<file path="src/design/mpct_pkg.sv">
// Shared types and constants for the mouse packet cursor tracker.
package mpct_pkg;

	localparam int COORD_BITS_DEF = 12;
	localparam int CFG_W = 13;
	localparam int DELTA_W = 10;

	localparam logic [7:0] ACK_BYTE = 8'hFA;
	localparam logic [7:0] HDR_MASK = 8'hC8;
	localparam logic [7:0] HDR_MATCH = 8'h08;

	localparam int HDR_LEFT_BIT = 0;
	localparam int HDR_RIGHT_BIT = 1;
	localparam int HDR_MIDDLE_BIT = 2;
	localparam int HDR_X_SIGN_BIT = 4;
	localparam int HDR_Y_SIGN_BIT = 5;

	localparam logic [CFG_W-1:0] SCREEN_WIDTH_RST = 13'd1024;
	localparam logic [CFG_W-1:0] SCREEN_HEIGHT_RST = 13'd768;

	typedef enum logic [0:0] {
		REG_SCREEN_WIDTH = 1'b0,
		REG_SCREEN_HEIGHT = 1'b1
	} reg_idx_t;

	typedef struct packed {
		logic [7:0] header;
		logic [7:0] x_delta;
		logic [7:0] y_delta;
	} pkt_t;

endpackage

</file>
<file path="src/design/mpct_framer.sv">
// Byte framer: drops the acknowledge byte and assembles three-byte packets.
module mpct_framer (
	input  logic              clk,
	input  logic              arst_n,
	input  logic              accept,
	input  logic [7:0]        rx_byte,
	output logic              pkt_valid,
	output mpct_pkg::pkt_t    pkt
);
	import mpct_pkg::*;

	typedef enum logic [2:0] {
		POS_HDR = 3'b001,
		POS_X   = 3'b010,
		POS_Y   = 3'b100
	} pos_t;

	pos_t       pos_q;
	logic       awaiting_ack_q;
	logic [7:0] header_q;
	logic [7:0] x_delta_q;

	always_ff @(posedge clk or negedge arst_n) begin
		if (!arst_n) begin
			pos_q <= POS_HDR;
			awaiting_ack_q <= 1'b1;
			header_q <= 8'h00;
			x_delta_q <= 8'h00;
		end else if (accept) begin
			case (pos_q)
				POS_X: begin
					x_delta_q <= rx_byte;
					pos_q <= POS_Y;
				end
				POS_Y: begin
					pos_q <= POS_HDR;
				end
				default: begin
					pos_q <= POS_HDR;
					if (awaiting_ack_q && (rx_byte == ACK_BYTE)) begin
						awaiting_ack_q <= 1'b0;
					end else if ((rx_byte & HDR_MASK) == HDR_MATCH) begin
						header_q <= rx_byte;
						pos_q <= POS_X;
					end
				end
			endcase
		end
	end

	// the Y byte completes a packet
	assign pkt_valid = accept && (pos_q == POS_Y);
	assign pkt.header = header_q;
	assign pkt.x_delta = x_delta_q;
	assign pkt.y_delta = rx_byte;

endmodule

</file>
<file path="src/design/mpct_axis.sv">
// One cursor axis: add a signed step, clamp to [0, limit], report the real move.
module mpct_axis #(
	parameter int COORD_BITS = mpct_pkg::COORD_BITS_DEF
) (
	input  logic [COORD_BITS-1:0]              pos,
	input  logic signed [mpct_pkg::DELTA_W-1:0] delta,
	input  logic [COORD_BITS-1:0]              limit,
	output logic [COORD_BITS-1:0]              next,
	output logic [COORD_BITS:0]                moved
);
	import mpct_pkg::*;

	localparam int SW = ((COORD_BITS > DELTA_W) ? COORD_BITS : DELTA_W) + 2;

	logic signed [SW-1:0] pos_ext;
	logic signed [SW-1:0] delta_ext;
	logic signed [SW-1:0] lim_ext;
	logic signed [SW-1:0] sum;

	always_comb begin
		pos_ext = signed'(SW'(pos));
		delta_ext = SW'(delta);
		lim_ext = signed'(SW'(limit));
		sum = pos_ext + delta_ext;
		if (sum < 0) begin
			next = '0;
		end else if (sum > lim_ext) begin
			next = limit;
		end else begin
			next = sum[COORD_BITS-1:0];
		end
		moved = (COORD_BITS+1)'(next) - (COORD_BITS+1)'(pos);
	end

endmodule

</file>
<file path="src/design/mouse_packet_cursor_tracker_top.sv">
// Top level of the mouse packet cursor tracker: framing, cursor update, output register.
// Throughput: one mouse byte accepted per cycle, sustained, with no bubbles while the
//   receiver keeps taking results; input stalls only when a packet waits behind a held result.
// Result path: accepting a packet's last byte fills the packet register; the result register
//   (where the clamp lands) loads from it once free and raises out_valid.
// Reset (arst_n low, asynchronous): wait for the acknowledge byte, expect a header,
//   cursor at (0,0), screen 1024 x 768, no item in flight.
module mouse_packet_cursor_tracker_top #(
	parameter int COORD_BITS = mpct_pkg::COORD_BITS_DEF
) (
	input  logic                           clk,
	input  logic                           arst_n,
	// configuration write port
	input  logic                           cfg_we,
	input  logic [0:0]                     cfg_index,
	input  logic [mpct_pkg::CFG_W-1:0]     cfg_wdata,
	// mouse byte channel
	input  logic                           in_valid,
	output logic                           in_stall,
	input  logic [7:0]                     rx_byte,
	// result channel
	output logic                           out_valid,
	input  logic                           out_stall,
	output logic [COORD_BITS-1:0]          cursor_x,
	output logic [COORD_BITS-1:0]          cursor_y,
	output logic                           left_button,
	output logic                           middle_button,
	output logic                           right_button,
	output logic signed [COORD_BITS:0]     moved_x,
	output logic signed [COORD_BITS:0]     moved_y
);
	import mpct_pkg::*;

	// width that holds both a configured size and the coordinate ceiling
	localparam int LW = (CFG_W > COORD_BITS) ? CFG_W : COORD_BITS;
	localparam logic [LW-1:0] COORD_MAX = LW'({COORD_BITS{1'b1}});

	// ---------------------------------------------------------------
	// Configuration registers: the user must write them only while the block is idle; not enforced.
	// ---------------------------------------------------------------
	logic [CFG_W-1:0] screen_width_q;
	logic [CFG_W-1:0] screen_height_q;

	always_ff @(posedge clk or negedge arst_n) begin
		if (!arst_n) begin
			screen_width_q <= SCREEN_WIDTH_RST;
			screen_height_q <= SCREEN_HEIGHT_RST;
		end else if (cfg_we) begin
			case (reg_idx_t'(cfg_index))
				REG_SCREEN_WIDTH:  screen_width_q <= cfg_wdata;
				REG_SCREEN_HEIGHT: screen_height_q <= cfg_wdata;
				default: ;
			endcase
		end
	end

	// Axis bounds: size minus one, a zero size acting as one, capped at the
	// largest coordinate.
	logic [LW-1:0]         bound_w;
	logic [LW-1:0]         bound_h;
	logic [COORD_BITS-1:0] limit_x;
	logic [COORD_BITS-1:0] limit_y;

	always_comb begin
		bound_w = (screen_width_q == '0) ? '0 : LW'(screen_width_q - 1'b1);
		bound_h = (screen_height_q == '0) ? '0 : LW'(screen_height_q - 1'b1);
		limit_x = (bound_w > COORD_MAX) ? COORD_MAX[COORD_BITS-1:0]
		                                : bound_w[COORD_BITS-1:0];
		limit_y = (bound_h > COORD_MAX) ? COORD_MAX[COORD_BITS-1:0]
		                                : bound_h[COORD_BITS-1:0];
	end

	// ---------------------------------------------------------------
	// Flow control. The result register and the packet register each
	// hold one item; the packet register refills the same cycle that it
	// drains, so bytes keep flowing unless a packet waits behind a held result.
	// ---------------------------------------------------------------
	logic pkt_valid_s1;
	logic out_load;
	logic s1_free;
	logic accept;

	assign out_load = pkt_valid_s1 && (!out_valid || !out_stall);
	assign s1_free  = !pkt_valid_s1 || out_load;
	assign in_stall = !s1_free;
	assign accept   = in_valid && !in_stall;

	// ---------------------------------------------------------------
	// Framing: acknowledge drop, header check, byte position.
	// ---------------------------------------------------------------
	logic pkt_done;
	pkt_t pkt;

	mpct_framer u_framer (
		.clk       (clk),
		.arst_n    (arst_n),
		.accept    (accept),
		.rx_byte   (rx_byte),
		.pkt_valid (pkt_done),
		.pkt       (pkt)
	);

	// Packet register: hold a complete packet until the result register takes it.
	pkt_t pkt_s1;

	always_ff @(posedge clk or negedge arst_n) begin
		if (!arst_n) begin
			pkt_valid_s1 <= 1'b0;
		end else if (accept && pkt_done) begin
			pkt_valid_s1 <= 1'b1;
		end else if (out_load) begin
			pkt_valid_s1 <= 1'b0;
		end
	end

	always_ff @(posedge clk) begin
		if (accept && pkt_done) begin
			pkt_s1 <= pkt;
		end
	end

	// ---------------------------------------------------------------
	// Cursor update: sign extend with the header's sign bits, invert Y
	// since mouse Y points up, then clamp each axis.
	// ---------------------------------------------------------------
	logic [COORD_BITS-1:0]        pointer_x_q;
	logic [COORD_BITS-1:0]        pointer_y_q;
	logic signed [DELTA_W-1:0]    step_x;
	logic signed [DELTA_W-1:0]    dy;
	logic signed [DELTA_W-1:0]    step_y;
	logic [COORD_BITS-1:0]        next_x;
	logic [COORD_BITS-1:0]        next_y;
	logic [COORD_BITS:0]          mv_x;
	logic [COORD_BITS:0]          mv_y;

	always_comb begin
		step_x = signed'({{(DELTA_W-8){pkt_s1.header[HDR_X_SIGN_BIT]}}, pkt_s1.x_delta});
		dy     = signed'({{(DELTA_W-8){pkt_s1.header[HDR_Y_SIGN_BIT]}}, pkt_s1.y_delta});
		step_y = -dy;
	end

	mpct_axis #(.COORD_BITS(COORD_BITS)) u_axis_x (
		.pos   (pointer_x_q),
		.delta (step_x),
		.limit (limit_x),
		.next  (next_x),
		.moved (mv_x)
	);

	mpct_axis #(.COORD_BITS(COORD_BITS)) u_axis_y (
		.pos   (pointer_y_q),
		.delta (step_y),
		.limit (limit_y),
		.next  (next_y),
		.moved (mv_y)
	);

	// Cursor position advances as each packet moves into the result register.
	always_ff @(posedge clk or negedge arst_n) begin
		if (!arst_n) begin
			pointer_x_q <= '0;
			pointer_y_q <= '0;
			out_valid <= 1'b0;
		end else begin
			if (out_load) begin
				pointer_x_q <= next_x;
				pointer_y_q <= next_y;
				out_valid <= 1'b1;
			end else if (!out_stall) begin
				out_valid <= 1'b0;
			end
		end
	end

	// Result payload: hold while stalled, load with the packet.
	always_ff @(posedge clk) begin
		if (out_load) begin
			cursor_x <= next_x;
			cursor_y <= next_y;
			left_button <= pkt_s1.header[HDR_LEFT_BIT];
			middle_button <= pkt_s1.header[HDR_MIDDLE_BIT];
			right_button <= pkt_s1.header[HDR_RIGHT_BIT];
			moved_x <= signed'(mv_x);
			moved_y <= signed'(mv_y);
		end
	end

endmodule
</file>
<file path="config.mk">
export PLATFORM = sky130hd
export DESIGN_NAME = mouse_packet_cursor_tracker_top
export DESIGN_NICKNAME = d
export VERILOG_FILES = /design/src/design/mpct_pkg.sv /design/src/design/mpct_framer.sv /design/src/design/mpct_axis.sv /design/src/design/mouse_packet_cursor_tracker_top.sv
export SDC_FILE = /design/constraint.sdc
export NUM_CORES = 1
export LEC_CHECK = 0
export ABC_AREA = 1
export BUFFER_PORTS_ARGS = -buffer_cell sky130_fd_sc_hd__buf_2
export CORE_UTILIZATION = 40
export CTS_CLUSTER_DIAMETER = 200
export DETAILED_ROUTE_END_ITERATION = 8
export GPL_TIMING_DRIVEN = 0
export PLACE_DENSITY = 0.59
export SLEW_MARGIN = 20
export SYNTH_ARGS = -nofsm -noshare
export SYNTH_HDL_FRONTEND = slang
export SYNTH_HIERARCHICAL = 1
export SYNTH_SLANG_ARGS = --single-unit
export TNS_END_PERCENT = 30
</file>
<file path="constraint.sdc">
create_clock -name clk -period 5 [get_ports clk]
set_clock_uncertainty 0.05 [all_clocks]
set_input_delay 0.75 -clock clk [delete_from_list [all_inputs] [get_ports clk]]
set_output_delay 0.75 -clock clk [all_outputs]
set_load 0.02 [all_outputs]
</file>
==> results of run 1 <==
[path summary, 6_finish.rpt]
check	from	end	slack, ns	cells past startpoint
hold reg to reg	pkt_s1[17]$_DFFE_PP_	right_button$_DFFE_PP_	0.37	0
max in group asynchronous	arst_n	u_framer/pos_q[0]$_DFFE_PN1P_	4.13	2
setup reg to reg	dy[0]$_DFFE_PP_	moved_y[11]$_DFFE_PP_	0.12	30
min in group clk	pkt_s1[17]$_DFFE_PP_	right_button$_DFFE_PP_	0.37	0
hold / removal	arst_n	out_valid$_DFFE_PN0P_	0.19	1
setup / recovery	dy[0]$_DFFE_PP_	moved_y[11]$_DFFE_PP_	0.12	30
[worst max-delay path: cells and delay by family, from the launching register on]
family	cells	cell delay, ns
DFF	1	0.42
AOI/OAI and AO/OA	2	0.24
buffers and inverters	5	0.61
and+or+nand+nor	16	1.78
adders and majority gates	4	1.09
xor gates and xnor gates	3	0.40
[state kept, by name (all words and copies together) (netlist names), 3 cells and up]
register / cells
moved_y: 13
moved_x: 13
screen_height_q: 13
pointer_x_q: 12
pointer_y_q: 12
screen_width_q: 13
pkt_s1: 12
dy: 9
cursor_x: 12
u_framer/pos_q: 3
u_framer/x_delta_q: 8
u_framer/header_q: 5
cursor_y: 12
[cell type report]
cell class	instances	area, sq um
clock inverter	15	158
fill	2292	11800
sequential	142	3930
tap	319	399
inverter	176	661
multi-input combinational	849	5180
buffer	26	189
timing repair buffer	106	641
clock buffer	17	425
[stage by stage]
step | setup TNS [ns] | hold slack [ns] | instances | utilization (%)
2_1_floorplan | 0 | 0.350 | 1192 | -
3_3_place_gp | -2.54 | 0.356 | 1592 | 44.0
3_5_place_dp | -2.83 | 0.357 | 1594 | 44.3
4_1_cts | 0 | 0.201 | 1634 | 47.4
5_1_grt | -0.521 | 0.214 | 1650 | 49.5
6_report | 0 | 0.195 | 1650 | 49.5
[power by group]
| group | switching (W) | internal, W |
|---|---|---|
| logic | 0.00112 | 0.000766 |
| registers | 0.0000940 | 0.00141 |
| clock network | 0.000557 | 0.000703 |
| total | 0.00177 | 0.00288 |
[what timing repair did]
item / 4_1_cts / 5_1_grt
resized for setup: 26 / 81
endpoints found under the setup margin: 10 / 19
gates cloned: 1 / 1
setup buffers: 7 / 15
endpoints found under the hold margin: 0 / 0
pin swaps: 10 / 43
[per-layer routing]
metal  vias to the layer above  wire (microns)  global-route usage (%)
met5                         -               0                       0
met1                      3557           10700                    25.4
met4                         0             558                    7.56
met3                        34             857                    2.58
li1                       4070               -                       -
met2                       175            9970                    29.4
==> flow_metrics.tcl, run 1 <==
set metrics [dict create \
    ant_nets 0 \
    yosys_warnings 6 \
    synthCells 1192 \
    synthToLayoutAreaGrowth_pct 21.9 \
    power_leakage_nw 5.73 \
    pin_count 82 \
    finalPower_w 0.00465 \
    overflow 0 \
    ctsHtreeMaxLevel 4 \
    fin_nets 1426 \
    violations "design-rule violations" \
    antenna_found_initial 0 \
    cp.required_ns 5.12 \
    max_freq_mhz 205 \
    cts_tree "yes" \
    timing.final.hold_violations 0 \
    worstSetupEndpointType "flip-flop" \
    numPortBuffers 81 \
    grt_max_degree 63 \
    layout_setup_ws_ns 0.120 \
    die_area_sq_um 24400 \
    grt_pass1_wl_microns 35000 \
    core_sq_um 23400 \
    layout_min_cycle_time_ns 4.88 \
    hold_buffers 0 \
    drt-total-wl_microns 22100 \
    syn_area_sq_um 9500 \
    worstHoldPathType "in2async" \
    detail_route.vias_per_cell 4.75 \
    status "finished, violations left" \
    placementRows 56 \
    cts_buffers 17 \
    powerDensity_nw_per_um2 401 \
    clock_path_buffers 2 \
    gp_congestion 0.891 \
    clk_pin_slew_worst_paths_ns 0.07 \
    crit_slowest_cell "edfxtp_1" \
    cts_sinks 142 \
    postPlaceCellArea_sq_um 10400 \
    slowest_delay_ns 0.42 \
    clkLatencyLatePin_ns 0.43 \
    arrival_ns 5.00 \
    finalCritPeriodShare_pct 97.6 \
    die_h_microns 156 \
    pre_cts_ws_ns -0.434 \
    drt-wirelength-per-cell_microns 13.4 \
    cp_common_cell "nor2_1" \
    vias 7836 \
    max-cap-violations 0 \
    critPathKind "reg2reg" \
    final_common_cell "nand2_1" \
    drive_gt1_share_pct 22.5 \
    drtIter0Drc 349 \
    cts-root-buf "clkbuf_16" \
    track_usage_pct 18.5 \
    finalInstanceArea_sq_um 11600 \
    slew_violations 0 \
    hpwl_microns 17000 \
    layout_common_cells "366 x nand2_1, 157 x inv_1, 84 x buf_2" \
    start_kind "flip-flop" \
    syn_avg_cell_area_sq_um 7.97 \
    dieWidth_microns 156 \
    antenna_cells 0 \
    maxSlewHeadroom_pct 48.5 \
    drt-pass1-iter-count 7 \
    finalSetupViolations 0 \
    start_util_pct 40.6 \
    worstMarginPinSlew_ns 0.773 \
    rsz0062_at_grt "yes" \
    synth_fp_nets 1300 \
    irDropWorstVdd_v 0.000255 \
    drcViolationCount 1 \
    grt_pass1_vias 7167 \
    crit_fanout 6 \
]
(Power assumes the default switching activity.)
==> run 2: changes to the inputs <==
--- a/config.mk
+++ b/config.mk
@@ -5,16 +5,14 @@
 export SDC_FILE = /design/constraint.sdc
 export NUM_CORES = 1
 export LEC_CHECK = 0
-export ABC_AREA = 1
 export BUFFER_PORTS_ARGS = -buffer_cell sky130_fd_sc_hd__buf_2
 export CORE_UTILIZATION = 40
 export CTS_CLUSTER_DIAMETER = 200
 export DETAILED_ROUTE_END_ITERATION = 8
 export GPL_TIMING_DRIVEN = 0
-export PLACE_DENSITY = 0.59
+export PLACE_DENSITY = 0.6
 export SLEW_MARGIN = 20
 export SYNTH_ARGS = -nofsm -noshare
 export SYNTH_HDL_FRONTEND = slang
 export SYNTH_HIERARCHICAL = 1
 export SYNTH_SLANG_ARGS = --single-unit
-export TNS_END_PERCENT = 30
==> run 2 against run 1 <==
Net effect:
- via count fell by 17%
- first-iteration DRC count fell by 5.7%
- critical path depth fell by 4
- sequential power fell by 7%
- utilization rose by 2.0 points
- setup slack got worse by 1.3 ns
- register-to-register slack got worse by 1.3 ns
- final cell count fell by 25%
- the flow finishes with violations (negative setup slack)
==> flow_metrics.tcl, run 2 <==
set metrics [dict create \
    status "finished, violations left" \
    violations "negative setup slack" \
    layout_min_cycle_time_ns 6.22 \
    track_usage_pct 18.7 \
    syn_area_sq_um 8850 \
    clk_pin_slew_worst_paths_ns 0.06 \
    die_h_microns 151 \
    drt-wirelength-per-cell_microns 16.3 \
    reg2reg_from "dy[4]$_DFFE_PP_" \
    slowest_delay_ns 0.59 \
    vias 6504 \
    ant_nets 0 \
    clkLatencyLatePin_ns 0.43 \
    finalCritPeriodShare_pct 124 \
    yosys_warnings 6 \
    start_kind "flip-flop" \
    synth_fp_nets 903 \
    grt_max_degree 63 \
    start_util_pct 40.7 \
    worstMarginPinSlew_ns 0.841 \
    path_buf_inv 1 \
    die_area_sq_um 22700 \
    drt-total-wl_microns 20300 \
    crit_fanout 5 \
    rsz0062_at_grt "yes" \
    pwr-share-clk_pct 33.5 \
    finalSetupViolations 31 \
    fin_nets 1057 \
    maxSlewHeadroom_pct 44.0 \
    pin_count 82 \
    grt_pass1_vias 6246 \
    antenna_cells 0 \
    timing.final.hold_violations 0 \
    slew_violations 0 \
    drive_gt1_share_pct 39.1 \
    r2r-end "moved_y[11]$_DFFE_PP_" \
    reg2reg_setup_slack_ns -1.22 \
    layout_setup_ws_ns -1.22 \
    drt-pass1-iter-count 4 \
    drtIter0Drc 329 \
    pre_cts_ws_ns -1.58 \
    comb_power_share_pct 26.1 \
    reg2regPathDepth 26 \
    overflow 0 \
    arrival_ns 6.45 \
    irDropWorstVdd_v 0.000215 \
    antenna_found_initial 1 \
    cts_tree "yes" \
    cpLargestDelayFamily "simple AND/OR/NAND/NOR gates" \
    max_freq_mhz 161 \
    synthCells 795 \
    cts_sinks 142 \
    hpwl_microns 15000 \
    p_seq_share_pct 40.5 \
    core_sq_um 21800 \
    crit_slowest_cell "or4_4" \
    ctsHtreeMaxLevel 4 \
    p_sw_share_pct 29.7 \
    critPathKind "reg2reg" \
    syn_avg_cell_area_sq_um 11.1 \
    cp.required_ns 5.24 \
    synthToLayoutAreaGrowth_pct 26.7 \
    final_common_cell "buf_2" \
    clock_path_buffers 2 \
    cts_buffers 17 \
    powerDensity_nw_per_um2 307 \
    grt_pass1_wl_microns 32600 \
    p_sw_w 0.00102 \
    numPortBuffers 81 \
    gp_congestion 0.855 \
    max-cap-violations 0 \
    p_int_w 0.00242 \
    fin_util_pct 51.5 \
    drcViolationCount 0 \
    power_leakage_nw 4.79 \
    cts-root-buf "clkbuf_16" \
    detail_route.vias_per_cell 5.24 \
    dieWidth_microns 151 \
    worstHoldPathType "in2async" \
    layout_common_cells "81 x buf_2, 76 x inv_1, 74 x edfxtp_1" \
    placementRows 54 \
    worstSetupEndpointType "flip-flop" \
]
==> run 2: worst max-delay path by stage <==
stage                               start                     to  slack [ns]  cells after the start
after floorplan           dy[4]$_DFFE_PP_  moved_y[11]$_DFFE_PP_       -0.90                     26
final                     dy[4]$_DFFE_PP_  moved_y[11]$_DFFE_PP_       -1.22                     26
after global placement    dy[0]$_DFFE_PP_  moved_y[11]$_DFFE_PP_       -1.54                     29
after detailed placement  dy[0]$_DFFE_PP_  moved_y[11]$_DFFE_PP_       -1.58                     29
after CTS                 dy[4]$_DFFE_PP_  moved_y[11]$_DFFE_PP_       -1.25                     26
after global routing      dy[4]$_DFFE_PP_  moved_y[11]$_DFFE_PP_       -1.40                     26
==> run 2: what timing repair did <==
item	4_1_cts	5_1_grt
pin swaps	50	28
endpoints found under the setup margin	43	49
hold buffers	0	0
buffers inserted	45	11
gates resized for setup	58	33
==> run 2: power by group through the flow <==
| stage | Combinational, W | Clock, W | Sequential (W) |
|---|---|---|---|
| 2_1_floorplan | 0.000572 | 0 | 0.00140 |
| 3_3_place_gp | 0.000724 | 0 | 0.00141 |
| 3_5_place_dp | 0.000736 | 0 | 0.00142 |
| 4_1_cts | 0.000855 | 0.00118 | 0.00139 |
| 5_1_grt | 0.000988 | 0.00124 | 0.00141 |
| 6_report | 0.000898 | 0.00115 | 0.00139 |
==> run 2: layout make-up <==
class                           instances  area, sq um
Inverter                               78          293
Timing Repair Buffer                  136          890
Sequential cell                       142         3930
Multi-Input combinational cell        552         5060
Clock inverter                         11         82.6
Buffer                                 22          160
Fill cell                            1950        10500
Clock buffer                           21          450
Tap cell                              280          350
==> run 2: per-stage QoR <==
step                TNS, ns  power (W)  instance area [sq um]  hold WS (ns)  instances
floorplan             -6.27    0.00197                   9000         0.350        795
global placement     -18.98    0.00214                   9760         0.353       1156
detailed placement   -20.11    0.00215                   9810         0.371       1158
CTS                  -13.45    0.00343                  11000         0.183       1234
global route         -21.28    0.00363                  11200         0.193       1242
finish               -15.49    0.00345                  11200         0.167       1242
==> run 2: layer usage <==
metal  up-vias  track usage, %  wire length (microns)
met4         2            5.00                    182
li1       3242               -                      -
met3        14            3.09                    746
met5         -               0                     13
met2       125            28.2                   8960
met1      3121            27.6                  10300
==> run 3: changes to the inputs <==
--- a/config.mk
+++ b/config.mk
@@ -11,6 +11,8 @@
 export DETAILED_ROUTE_END_ITERATION = 8
 export GPL_TIMING_DRIVEN = 0
 export PLACE_DENSITY = 0.6
+export SETUP_SLACK_MARGIN = 0.02
+export SKIP_CTS_REPAIR_TIMING = 1
 export SLEW_MARGIN = 20
 export SYNTH_ARGS = -nofsm -noshare
 export SYNTH_HDL_FRONTEND = slang
==> run 3 against run 2 <==
Net effect:
- critical path type unchanged
- routed wire length decreased by 1.1%
- the run still ends with negative setup slack left
- highest routed layer unchanged
- total power is 0.93% lower
- flip-flop and latch count is the same
==> flow_metrics.tcl, run 3 (synthesis gave the netlist of run 2 again) <==
set metrics [dict create \
    status "finished, violations left" \
    violations "negative setup slack" \
    powerDensity_nw_per_um2 306 \
    p_int_w 0.00240 \
    drive_gt1_share_pct 37.8 \
    finalCritPeriodShare_pct 131 \
    vias 6418 \
    placementRows 54 \
    ant_nets 0 \
    worstMarginPinSlew_ns 0.899 \
    rsz0062_at_grt "yes" \
    postPlaceCellArea_sq_um 9810 \
    comb_power_share_pct 25.3 \
    drt-total-wl_microns 20000 \
    maxSlewHeadroom_pct 40.0 \
    numPortBuffers 81 \
    track_usage_pct 17.7 \
    antenna_found_initial 1 \
    p_sw_share_pct 29.6 \
    drtIter0Drc 326 \
    detail_route.vias_per_cell 5.20 \
    irDropWorstVdd_v 0.000214 \
    layout_setup_ws_ns -1.56 \
    gp_congestion 0.855 \
    fin_cells 1234 \
    layout_common_cells "81 x buf_2, 75 x inv_1, 74 x edfxtp_1" \
    pwr-share-clk_pct 33.8 \
    final_common_cell "buf_2" \
    die_h_microns 151 \
    dieWidth_microns 151 \
    hold_ws_ns 0.175 \
    timing.final.hold_violations 0 \
    clock_path_buffers 2 \
    max_freq_mhz 153 \
    cp.required_ns 5.23 \
    finalSetupViolations 35 \
    cts_buffers 17 \
    slowest_delay_ns 0.53 \
    arrival_ns 6.79 \
    clk_pin_slew_worst_paths_ns 0.06 \
    drcViolationCount 0 \
    worstSetupEndpointType "flip-flop" \
    cts_tree "yes" \
    p_seq_share_pct 40.8 \
    layout_min_cycle_time_ns 6.56 \
    synthToLayoutAreaGrowth_pct 25.9 \
    start_util_pct 40.7 \
    clkLatencyLatePin_ns 0.42 \
    antenna_cells 0 \
    power_leakage_nw 4.77 \
    max-cap-violations 0 \
    dpl.cell_count 1158 \
    wl_met2_microns 8780 \
    wl_met3_microns 670 \
    fin_nets 1049 \
    finalInstanceArea_sq_um 11100 \
    pin_count 82 \
    highest_layer "met5" \
    crit_slowest_cell "or4_1" \
    p_sw_w 0.00101 \
    grt_max_degree 63 \
    ctsHtreeMaxLevel 4 \
    start_kind "flip-flop" \
    hpwl_microns 15000 \
    worstHoldPathType "in2async" \
    grt_pass1_vias 5867 \
    cp_common_cell "ha_4" \
    cts-root-buf "clkbuf_16" \
    drt-pass1-iter-count 4 \
    overflow 0 \
    cts_sinks 142 \
    slew_violations 0 \
    drt-wirelength-per-cell_microns 16.2 \
    grt_pass1_wl_microns 30800 \
    critPathKind "reg2reg" \
    drt-met1-wl_microns 10400 \
    crit_fanout 7 \
    die_area_sq_um 22700 \
    core_sq_um 21800 \
]
-- run 3: changes by cell type in the layout (fill, tap and decap cells not counted), sizes merged --
cell	delta
buf	-7
clkbuf	-1
-- run 3: per-stage QoR --
step	setup WS, ns	utilization (%)	total power (W)	TNS [ns]
after floorplan	-0.898	-	0.00197	-6.27
after global placement	-1.54	44.8	0.00214	-18.98
after detailed placement	-1.58	45.1	0.00215	-20.11
after CTS	-1.61	47.5	0.00332	-21.42
after global routing	-1.77	51.2	0.00360	-24.36
final	-1.56	51.2	0.00341	-16.88
-- run 3: final timing paths --
path,from,end,slack (ns),cells after the start
max,dy[1]$_DFFE_PP_,moved_y[11]$_DFFE_PP_,-1.56,29
min,arst_n,screen_height_q[11]$_DFFE_PN0P_,0.17,1
max reg2reg,dy[1]$_DFFE_PP_,moved_y[11]$_DFFE_PP_,-1.56,29
min reg2reg,pkt_s1[16]$_DFFE_PP_,left_button$_DFFE_PP_,0.38,0
max in group asynchronous,arst_n,u_framer/pos_q[0]$_DFFE_PN1P_,4.10,2
min in group clk,pkt_s1[16]$_DFFE_PP_,left_button$_DFFE_PP_,0.38,0
-- run 3: critical path, delay by kind of cell, from the launching register on --
kind / cells / cell delay (ns)
AND/OR/NAND/NOR: 8 / 2.04
XOR/XNOR: 2 / 0.32
AO/OA/AOI/OAI: 12 / 2.29
buffers and inverters: 3 / 0.35
flip-flops: 1 / 0.44
adder cells (fa/ha/maj): 4 / 0.93
-- run 3: routing by layer --
layer,GRT usage (%),vias to the layer above
li1,-,3225
met4,4.80,2
met2,26.1,113
met1,26.5,3066
met5,0,-
met3,3.12,12
-- run 3: power groups by stage --
stage	Clock [W]	Combinational, W	Sequential, W
2_1_floorplan	0	0.000572	0.00140
3_3_place_gp	0	0.000724	0.00141
3_5_place_dp	0	0.000736	0.00142
4_1_cts	0.00118	0.000740	0.00139
5_1_grt	0.00124	0.000956	0.00140
6_report	0.00115	0.000865	0.00139
-- run 3: cell type report --
| cell class | instances | area (sq um) |
|---|---|---|
| Timing Repair Buffer | 129 | 807 |
| Multi-Input combinational cell | 552 | 5080 |
| Tap cell | 280 | 350 |
| Fill cell | 1975 | 10600 |
| Buffer | 21 | 156 |
| Sequential cell | 142 | 3930 |
| Clock inverter | 11 | 82.6 |
| Inverter | 78 | 293 |
| Clock buffer | 21 | 450 |
